==> src/smm_pkg.sv <==
// Shared constants and types for the square matrix multiplier.
package smm_pkg;

  // Matrix size and derived counts.
  localparam int MATRIX_DIM  = 8;
  localparam int ELEM_COUNT  = MATRIX_DIM * MATRIX_DIM;
  localparam int STORE_DEPTH = 64;
  localparam int ADDR_W      = $clog2(STORE_DEPTH);
  localparam int LOAD_W      = 7;
  localparam int IDX_W       = 3;
  localparam int DATA_W      = 32;

  // Last value of a row, column or inner-sum counter.
  localparam logic [IDX_W-1:0] IDX_LAST = IDX_W'(MATRIX_DIM - 1);

  // Tag that travels with each read through the multiply-accumulate pipeline.
  typedef struct packed {
    logic             first_k;
    logic             last_k;
    logic [IDX_W-1:0] row;
    logic [IDX_W-1:0] col;
    logic             last_elem;
  } mac_tag_t;

endpackage

==> src/square_matrix_multiply_core.sv <==
// Top level of the square matrix multiplier: load sequencer, element stores and MAC.
//
// The block takes MATRIX_DIM*MATRIX_DIM pairs (a_value, b_value), one element of A and
// one of B per transfer in row-major order, at one transfer per cycle. After the pair
// that completes both matrices it stops taking input and steps one shared
// multiply-accumulate unit through the product, reading one element of A and one of B
// from their RAMs each cycle while the pipeline is not frozen. Results come out in
// row-major order with their row and column, the final one flagged by last_element;
// sums wrap modulo 2^32. Output backpressure freezes the pipeline when a finished sum
// has nowhere to go. Loading of the next pair of matrices resumes as soon as the last
// read is issued, while the final results still drain.
module square_matrix_multiply_core (
  input  logic                         clk,
  input  logic                         rst,
  input  logic                         in_valid,
  output logic                         in_ready,
  input  logic signed [smm_pkg::DATA_W-1:0] a_value,
  input  logic signed [smm_pkg::DATA_W-1:0] b_value,
  output logic                         out_valid,
  input  logic                         out_ready,
  output logic signed [smm_pkg::DATA_W-1:0] c_value,
  output logic [smm_pkg::IDX_W-1:0]    row_index,
  output logic [smm_pkg::IDX_W-1:0]    col_index,
  output logic                         last_element
);

  import smm_pkg::*;

  typedef enum logic {
    ST_LOAD,
    ST_COMPUTE
  } state_t;

  localparam logic [LOAD_W-1:0] LOAD_LAST = LOAD_W'(ELEM_COUNT - 1);
  localparam logic [ADDR_W-1:0] DIM_ADDR  = ADDR_W'(MATRIX_DIM);

  state_t            state;
  logic [LOAD_W-1:0] load_count;
  logic [IDX_W-1:0]  row;
  logic [IDX_W-1:0]  col;
  logic [IDX_W-1:0]  k;
  logic              load_xfer;
  logic              advance;
  logic              issue;
  mac_tag_t          issue_tag;
  logic [ADDR_W-1:0] a_raddr;
  logic [ADDR_W-1:0] b_raddr;
  logic [DATA_W-1:0] a_q;
  logic [DATA_W-1:0] b_q;

  assign in_ready  = (state == ST_LOAD);
  assign load_xfer = in_valid && in_ready;
  assign issue     = (state == ST_COMPUTE) && advance;

  // Read addresses: A[row][k] and B[k][col].
  assign a_raddr = ADDR_W'(ADDR_W'(row) * DIM_ADDR + ADDR_W'(k));
  assign b_raddr = ADDR_W'(ADDR_W'(k) * DIM_ADDR + ADDR_W'(col));

  // Tag for the term being read this cycle.
  always_comb begin
    issue_tag.first_k   = (k == '0);
    issue_tag.last_k    = (k == IDX_LAST);
    issue_tag.row       = row;
    issue_tag.col       = col;
    issue_tag.last_elem = (row == IDX_LAST) && (col == IDX_LAST);
  end

  // Load counter and the sweep over row, column and inner index.
  always_ff @(posedge clk) begin
    if (rst) begin
      state      <= ST_LOAD;
      load_count <= '0;
      row        <= '0;
      col        <= '0;
      k          <= '0;
    end else begin
      case (state)
        ST_LOAD: begin
          if (load_xfer) begin
            if (load_count == LOAD_LAST) begin
              load_count <= '0;
              row        <= '0;
              col        <= '0;
              k          <= '0;
              state      <= ST_COMPUTE;
            end else begin
              load_count <= load_count + 1'b1;
            end
          end
        end
        ST_COMPUTE: begin
          if (issue) begin
            if (k == IDX_LAST) begin
              k <= '0;
              if (col == IDX_LAST) begin
                col <= '0;
                if (row == IDX_LAST) begin
                  row   <= '0;
                  state <= ST_LOAD;
                end else begin
                  row <= row + 1'b1;
                end
              end else begin
                col <= col + 1'b1;
              end
            end else begin
              k <= k + 1'b1;
            end
          end
        end
        default: begin
          state <= ST_LOAD;
        end
      endcase
    end
  end

  // Element stores for A and B.
  smm_ram #(
    .DATA_W (DATA_W),
    .DEPTH  (STORE_DEPTH)
  ) u_a_ram (
    .clk   (clk),
    .we    (load_xfer),
    .waddr (load_count[ADDR_W-1:0]),
    .wdata (a_value),
    .re    (issue),
    .raddr (a_raddr),
    .rdata (a_q)
  );

  smm_ram #(
    .DATA_W (DATA_W),
    .DEPTH  (STORE_DEPTH)
  ) u_b_ram (
    .clk   (clk),
    .we    (load_xfer),
    .waddr (load_count[ADDR_W-1:0]),
    .wdata (b_value),
    .re    (issue),
    .raddr (b_raddr),
    .rdata (b_q)
  );

  // Shared multiply-accumulate unit and output register.
  smm_mac u_mac (
    .clk          (clk),
    .rst          (rst),
    .issue        (issue),
    .issue_tag    (issue_tag),
    .a_q          (a_q),
    .b_q          (b_q),
    .advance      (advance),
    .out_valid    (out_valid),
    .out_ready    (out_ready),
    .c_value      (c_value),
    .row_index    (row_index),
    .col_index    (col_index),
    .last_element (last_element)
  );

  // The final element of the product sits in the last row and column.
  a_last_pos: assert property (@(posedge clk) disable iff (rst)
    out_valid && last_element |-> (row_index == IDX_LAST) && (col_index == IDX_LAST))
    else $error("last_element flagged away from the final row and column");

  // A stalled result is never overwritten by the accumulator.
  a_out_hold: assert property (@(posedge clk) disable iff (rst)
    out_valid && !out_ready |=> out_valid && $stable(c_value) && $stable(row_index))
    else $error("stalled result changed before its transfer");

  // The transfer that completes the load starts the sweep at the first term.
  a_start: assert property (@(posedge clk) disable iff (rst)
    load_xfer && (load_count == LOAD_LAST) |=>
      (state == ST_COMPUTE) && (row == '0) && (col == '0) && (k == '0))
    else $error("product sweep did not start after a complete load");

endmodule

==> src/smm_ram.sv <==
// Simple dual-port synchronous RAM with a registered read port.
module smm_ram #(
  parameter int DATA_W = 32,
  parameter int DEPTH  = 64,
  localparam int ADDR_W = $clog2(DEPTH)
) (
  input  logic              clk,
  input  logic              we,
  input  logic [ADDR_W-1:0] waddr,
  input  logic [DATA_W-1:0] wdata,
  input  logic              re,
  input  logic [ADDR_W-1:0] raddr,
  output logic [DATA_W-1:0] rdata
);

  logic [DATA_W-1:0] mem [DEPTH];

  // Write port.
  always_ff @(posedge clk) begin
    if (we) begin
      mem[waddr] <= wdata;
    end
  end

  // Registered read port; the data holds while no read is issued.
  always_ff @(posedge clk) begin
    if (re) begin
      rdata <= mem[raddr];
    end
  end

endmodule

==> src/smm_mac.sv <==
// Multiply-accumulate pipeline and output register of the matrix multiplier.
module smm_mac (
  input  logic                         clk,
  input  logic                         rst,
  input  logic                         issue,
  input  smm_pkg::mac_tag_t            issue_tag,
  input  logic [smm_pkg::DATA_W-1:0]   a_q,
  input  logic [smm_pkg::DATA_W-1:0]   b_q,
  output logic                         advance,
  output logic                         out_valid,
  input  logic                         out_ready,
  output logic signed [smm_pkg::DATA_W-1:0] c_value,
  output logic [smm_pkg::IDX_W-1:0]    row_index,
  output logic [smm_pkg::IDX_W-1:0]    col_index,
  output logic                         last_element
);

  import smm_pkg::*;

  logic              d_v;
  mac_tag_t          d_tag;
  logic              p_v;
  mac_tag_t          p_tag;
  logic [DATA_W-1:0] prod;
  logic [DATA_W-1:0] acc;
  logic [DATA_W-1:0] sum;

  // The pipeline freezes only when a finished sum has nowhere to go.
  assign advance = !(out_valid && !out_ready && p_v && p_tag.last_k);

  // Running sum, restarted on the first term of each element; wraps mod 2^32.
  assign sum = (p_tag.first_k ? '0 : acc) + prod;

  // Pipeline valid bits and the output register valid.
  always_ff @(posedge clk) begin
    if (rst) begin
      d_v       <= 1'b0;
      p_v       <= 1'b0;
      out_valid <= 1'b0;
    end else begin
      if (advance) begin
        d_v <= issue;
        p_v <= d_v;
      end
      // A result stays until its transfer; a finished sum refills the register.
      out_valid <= (out_valid && !out_ready) || (advance && p_v && p_tag.last_k);
    end
  end

  // Payload: tags, low half of the product, accumulator and result.
  always_ff @(posedge clk) begin
    if (advance) begin
      d_tag <= issue_tag;
      p_tag <= d_tag;
      prod  <= a_q * b_q;
      if (p_v) begin
        acc <= sum;
      end
      if (p_v && p_tag.last_k) begin
        c_value      <= sum;
        row_index    <= p_tag.row;
        col_index    <= p_tag.col;
        last_element <= p_tag.last_elem;
      end
    end
  end

endmodule
==> config.mk <==
export PLATFORM = sky130hd
export DESIGN_NAME = square_matrix_multiply_core
export DESIGN_NICKNAME = d
export VERILOG_FILES = /design/src/smm_pkg.sv /design/src/square_matrix_multiply_core.sv /design/src/smm_ram.sv /design/src/smm_mac.sv
export SDC_FILE = /design/constraint.sdc
export NUM_CORES = 2
export LEC_CHECK = 0
export ABC_AREA = 1
export BUFFER_PORTS_ARGS = -buffer_cell sky130_fd_sc_hd__buf_2
export CAP_MARGIN = 0
export CELL_PAD_IN_SITES_DETAIL_PLACEMENT = 2
export CELL_PAD_IN_SITES_GLOBAL_PLACEMENT = 2
export CORE_ASPECT_RATIO = 1.4
export CORE_MARGIN = 1.5
export CORE_UTILIZATION = 45
export DETAILED_ROUTE_END_ITERATION = 7
export PLACE_DENSITY_LB_ADDON = 0.1
export RECOVER_POWER = 25
export SLEW_MARGIN = 20
export SYNTH_ARGS = -nofsm -noshare
export SYNTH_HDL_FRONTEND = slang
export SYNTH_SLANG_ARGS = --single-unit
==> constraint.sdc <==
create_clock -name clk -period 7.6 [get_ports clk]
set_input_delay 1.52 -clock clk [delete_from_list [all_inputs] [get_ports clk]]
set_output_delay 1.52 -clock clk [all_outputs]
set_load 0.02 [all_outputs]
## Word-level counts from Yosys, hierarchy flattened

Memories as Yosys holds them, arrays and structs flattened. A register that Yosys moved wholly into a read port is not among the register bits.
Index checks and enable logic that the tools add are counted.

- Logic and storage cells: 89
- Output and inout port bits: 41
- Memories: 2
- Flip-flop bits (word level): 141
- Memory bits (writable): 4096

Memory list:

| name | words | bits a word | read ports | clocked after Yosys merged registers in | wr ports | line | RTL |
|---|---|---|---|---|---|---|---|
| u_a_ram.mem | 64 | 32 | 1 | 1 | 1 | smm_ram.sv:16 | `logic [DATA_W-1:0] mem [DEPTH];` |
| u_b_ram.mem | 64 | 32 | 1 | 1 | 1 | smm_ram.sv:16 |  |

- Equal/unequal tests: 9
- Add/subtract/negate cells: 7
- Muxes and demuxes: 25
- Reduce and logical (&&, ||, !) cells: 19
- Bitwise operators: 2
- $mul: 1

Operator list:

| kind | count |
|---|---|
| two-way mux 3 bit | 11 |
| adder 32 bit | 1 |
| multiplier 32 x 32 -> 32 bit | 1 |
| two-way mux 32 bit | 1 |
| one-hot mux 3 bit (2 select lines) | 3 |
| adder 6 x 3 -> 6 bit | 2 |
| inequality test 2 x 1 -> 1 bit, second input constant | 5 |
| adder 3 x 1 -> 3 bit, second input constant | 3 |
| equality test 3 bit, second input constant | 3 |
| logical AND 1 bit | 9 |
| two-way mux 1 bit | 8 |
| adder 7 x 1 -> 7 bit, second input constant | 1 |
| equality test 7 x 6 -> 1 bit, second input constant | 1 |
| two-way mux 7 bit | 1 |
| AND reduction 2 bit | 3 |
| AND reduction 5 bit | 1 |
| AND reduction 4 bit | 1 |
| zero test 3 bit | 1 |
| AND reduction 3 bit | 1 |
| zero test 1 bit | 2 |
| inverter 1 bit | 2 |
| one-hot mux 1 bit (2 select lines) | 1 |
| logical OR 1 bit | 1 |

## Logic depth before layout (Yosys ltp)

- Word-level depth: 8
- Depth in mapped cells: 32
- Gate-level depth less buffers: 30

## Cells and area by module

From an unflattened synthesis, not the netlist that was laid out.

- Cells, all modules: 16395
- Area, all modules: 189441.7 um^2

Modules (own cells, without submodules):

| module | area an instance (um^2) | cells each | times used | sequential area each (um^2) |
|---|---|---|---|---|
| smm_ram | 83058.4 | 6769 | 2 | 62459.9 |
| smm_mac | 22377.7 | 2733 | 1 | 3693.5 |
| square_matrix_multiply_core | 947.2 | 124 | 1 | 340.3 |

## Worst setup path after synthesis

No wires, ideal clock.

- Kind: input to register
- Start: input port in_valid
- End: memory u_a_ram.mem[47][0] (enable)
- Data arrival time: 6093 ps
- Buffers on the path: 0
- Setup slack: 942 ps
- Required time: 7035 ps
- Stages on the path: 2
- Cell sequence: nand2_1 > nor3_1

- Longest elaborated chain between the ends: 3

RTL lines:

| item | line | RTL |
|---|---|---|
| start, declared | square_matrix_multiply_core.sv:15 | `input logic in_valid,` |
| logical AND 1 bit | square_matrix_multiply_core.sv:52 | `assign load_xfer = in_valid && in_ready;` |
| two-way mux 1 bit | smm_ram.sv:20 | `if (we) begin` |
| two-way mux 1 bit (implied by the code) | smm_ram.sv:21 | `mem[waddr] <= wdata;` |
| end, declared | smm_ram.sv:16 |  |

No other way between the ends.

## Final worst setup path

- Start: register u_b_ram.rdata[11], read port of u_b_ram.mem
- End: register u_mac.prod[27] (data pin)

- Longest elaborated chain between the ends: 1

RTL lines:

| item | line | RTL |
|---|---|---|
| start, declared | smm_ram.sv:13 | `output logic [DATA_W-1:0] rdata` |
| multiplier 32 x 32 -> 32 bit | smm_mac.sv:55 | `prod <= a_q * b_q;` |
| end signal, assigned | smm_mac.sv:55 |  |
| end, declared | smm_mac.sv:24 | `logic [DATA_W-1:0] prod;` |

No other way between the ends.
A chain may end at the register's enable or synchronous reset.

==> impl_metrics.json <==
{
  "violations": "max-capacitance violations, max-slew violations",
  "start_util": 0.452,
  "grt_pass1_vias": 142525,
  "skew_ns": 0.0970,
  "setup_tns_ns": 0,
  "firstDrtPassIters": 6,
  "path_max_fanout": 12,
  "drtIter0Drc": 14429,
  "port_buffers": 108,
  "crit_type": "flop to flop",
  "dp_hpwl_um": 412000,
  "io_pins": 109,
  "clock-root-buffer": "clkbuf_16",
  "die-area_mm2": 0.414,
  "numCtsBuffers": 423,
  "setup_viol": 0,
  "synthFlopType": "edfxtp_1",
  "worst_setup_path_start_kind": "flop",
  "crit_required_ns": 8.42,
  "period_needed_ns": 7.28,
  "design.core.area_mm2": 0.409,
  "synthToLayoutAreaGrowth_pct": 11.4,
  "yosysUniqueCellTypes": 50,
  "ys_async_sr_fraction": 0,
  "dieWidth_um": 544,
  "synth-seq-cells": 4301,
  "postRouteAntennaNets": 0,
  "hp-class": "flop to flop",
  "finalMaxSlewViolations": 2662,
  "place_inst": 19627,
  "synth-seq-area-share": 0.699,
  "synth_edf_count": 4281,
  "vias": 130844,
  "clock_latency_ns": 1.09,
  "status": "finished, violations left",
  "syn_inst": 14745,
  "yosysWarnings": 0,
  "slew_headroom": -1.15,
  "power_mw": 48.4,
  "synth_area_mm2": 0.185,
  "antenna_found_initial": 63,
  "drc": 0,
  "htreeDepth": 5,
  "max-cap-violations": 43,
  "fin_nets": 15239,
  "grt_pass1_wl_um": 1060000,
  "fp.dieH_um": 761,
  "clock_sinks": 4301,
  "cts_tree": "done",
  "worst_slew_pin_slew_ns": 3.22,
  "layout.cells.non_filler": 20442,
  "cts_buffer_depth": 4,
  "clkTransAtPathRegs_ns": 0.07,
  "post-route-period-util": 0.958,
  "fmax_ghz": 0.137,
  "gp_congestion": 0.853,
  "syn_nets": 15384,
  "viasPerCell": 6.40,
  "ir_drop_uv": 219,
  "dp_slack_ns": 0.0724,
  "p_leak_nw": 71.5,
  "rsz0062_at_grt": "false",
  "wire_per_inst_um": 37.2,
  "crit_path_end_kind": "flop",
  "wl_um": 760000,
  "placement_rows": 278,
  "hold_violations": 0,
  "worst_ep_arrival_time_ns": 8.11,
  "ctsHoldBuffers": 0,
  "syn_avg_cell_area_um2": 12.5,
  "layout_setup_ws_ns": 0.319,
  "drive_above_1_share": 0.0721,
  "cellPowerDensity_mw_per_mm2": 235,
  "grt_max_degree": 217,
  "grtUsageTotal": 0.363,
  "grt_overflow": 0
}
-- synthesized netlist by cell type (26+ instances only) --
cell      number  area, um^2
a21oi_1       94         470
buf_1         26        97.6
buf_2        224        1120
buf_4         59         443
clkbuf_1     656        2460
edfxtp_1    4281      129000
fa_1         409        8190
ha_1         162        2030
inv_1        840        3150
nand2_1      837        3140
nand3_1       68         340
nor2_1      2841       10700
o21ai_0     2391       12000
o21ai_1      287        1440
o22ai_1     1298        8120
xor2_1        44         385
-- per-layer routing --
metal / global-route usage / share of wire / wire [um] / up-vias
li1: - / - / - / 52815
met1: 0.426 / 0.36 / 273000 / 69819
met2: 0.624 / 0.50 / 381000 / 6215
met3: 0.0581 / 0.072 / 55100 / 1973
met4: 0.217 / 0.067 / 51100 / 22
met5: 0 / 0.00020 / 154 / -
-- power by group --
part	internal, mW	total [mW]	switching (mW)
logic	0.0671	0.667	0.600
clock network	11.7	21.5	9.78
registers	26.2	26.2	0.0195
total	38.0	48.4	10.4
-- path summary, 6_finish.rpt --
path	startpoint	end	slack (ns)	depth (start not counted)
worst min register to register	u_mac.p_tag[3]	u_mac.col_index[2]	0.42	0
worst max-delay path	u_b_ram.rdata[11]	u_mac.prod[27]	0.32	24
worst max register to register	u_b_ram.rdata[11]	u_mac.prod[27]	0.32	24
worst min-delay path	u_mac.p_tag[3]	u_mac.col_index[2]	0.42	0
-- stage by stage --
step | util | hold slack [ns] | area (um^2)
3_5_place_dp | 0.469 | 0.405 | 192000
3_3_place_gp | 0.469 | 0.401 | 192000
6_report | 0.503 | 0.420 | 206000
4_1_cts | 0.503 | 0.420 | 205000
5_1_grt | 0.503 | 0.436 | 206000
2_1_floorplan | - | 0.400 | 185000
-- cells in the final DEF (no fill, tap or decap), types with 14 or more instances in the layout --
cell type | netlist | final
nand2_1 | 837 | 837
clkbuf_1 | 656 | 132
buf_4 | 59 | 216
a21oi_1 | 94 | 94
diode_2 | 0 | 30
fa_1 | 409 | 409
inv_1 | 840 | 836
ha_1 | 162 | 162
clkbuf_16 | 0 | 425
buf_12 | 1 | 102
clkinv_2 | 0 | 63
o32ai_1 | 18 | 18
o22ai_2 | 0 | 15
nor3_1 | 17 | 16
nor2_4 | 1 | 66
buf_2 | 224 | 66
o211ai_1 | 14 | 14
clkinv_1 | 1 | 111
xnor2_1 | 22 | 22
o21ai_0 | 2391 | 2391
o22ai_1 | 1298 | 1283
o21ai_1 | 287 | 286
xor2_1 | 44 | 44
bufinv_16 | 0 | 42
nor2_1 | 2841 | 2776
edfxtp_1 | 4281 | 4281
nand3_1 | 68 | 67
-- kinds of logic after synthesis --
kind of cell / synth area share
AO/OA/AOI/OAI: 0.123
XOR/XNOR: 0.00313
adder cells (fa/ha/maj): 0.0553
buffers and inverters: 0.0416
flip-flops: 0.699
AND/OR/NAND/NOR: 0.0786
-- critical path, cell delays in order (launching register included) --
cell and delay [ns]:
edfxtp_1 0.65, buf_4 0.30, nand2_1 0.11, fa_1 0.56
inv_1 0.06, fa_1 0.38, inv_1 0.09, fa_1 0.43
fa_1 0.50, inv_1 0.07, fa_1 0.50, inv_1 0.06
fa_1 0.55, fa_1 0.43, fa_1 0.50, inv_1 0.05
ha_1 0.37, nand2_1 0.16, nor4_2 0.41, nand4_1 0.17
nand3_1 0.16, nand3_1 0.08, nand2_1 0.15, a21oi_1 0.11
xnor2_1 0.14
-- area by class of cell --
| type | instances | area, um^2 |
|---|---|---|
| fillers | 39121 | 203000 |
| inverters | 851 | 3260 |
| multi-input cells | 8593 | 48500 |
| flip-flops and latches | 4301 | 129000 |
| clock inverters | 262 | 2620 |
| well taps | 5460 | 6830 |
| repair buffers | 430 | 4250 |
| diodes | 30 | 75.1 |
| clock buffers | 515 | 11000 |
-- registers in the layout (all words and copies together), names as in the netlist --
name                cells
k                       3
u_b_ram.rdata          32
u_mac.out_valid         1
u_a_ram.rdata          32
u_mac.c_value          32
row                     3
u_mac.d_tag             9
u_a_ram.mem          2048
col                     3
u_mac.last_element      1
u_mac.prod             32
u_mac.d_v               1
u_mac.row_index         3
load_count              7
u_mac.acc              32
u_mac.col_index         3
state                   1
u_mac.p_v               1
u_mac.p_tag             9
u_b_ram.mem          2048
-- repair_timing --
action / 4_1_cts / 5_1_grt
setup endpoints to repair: 0 / 6
setup buffers: 0 / 6
resized for setup: 0 / 1
No activity file was read; power rests on OpenSTA's default activity.
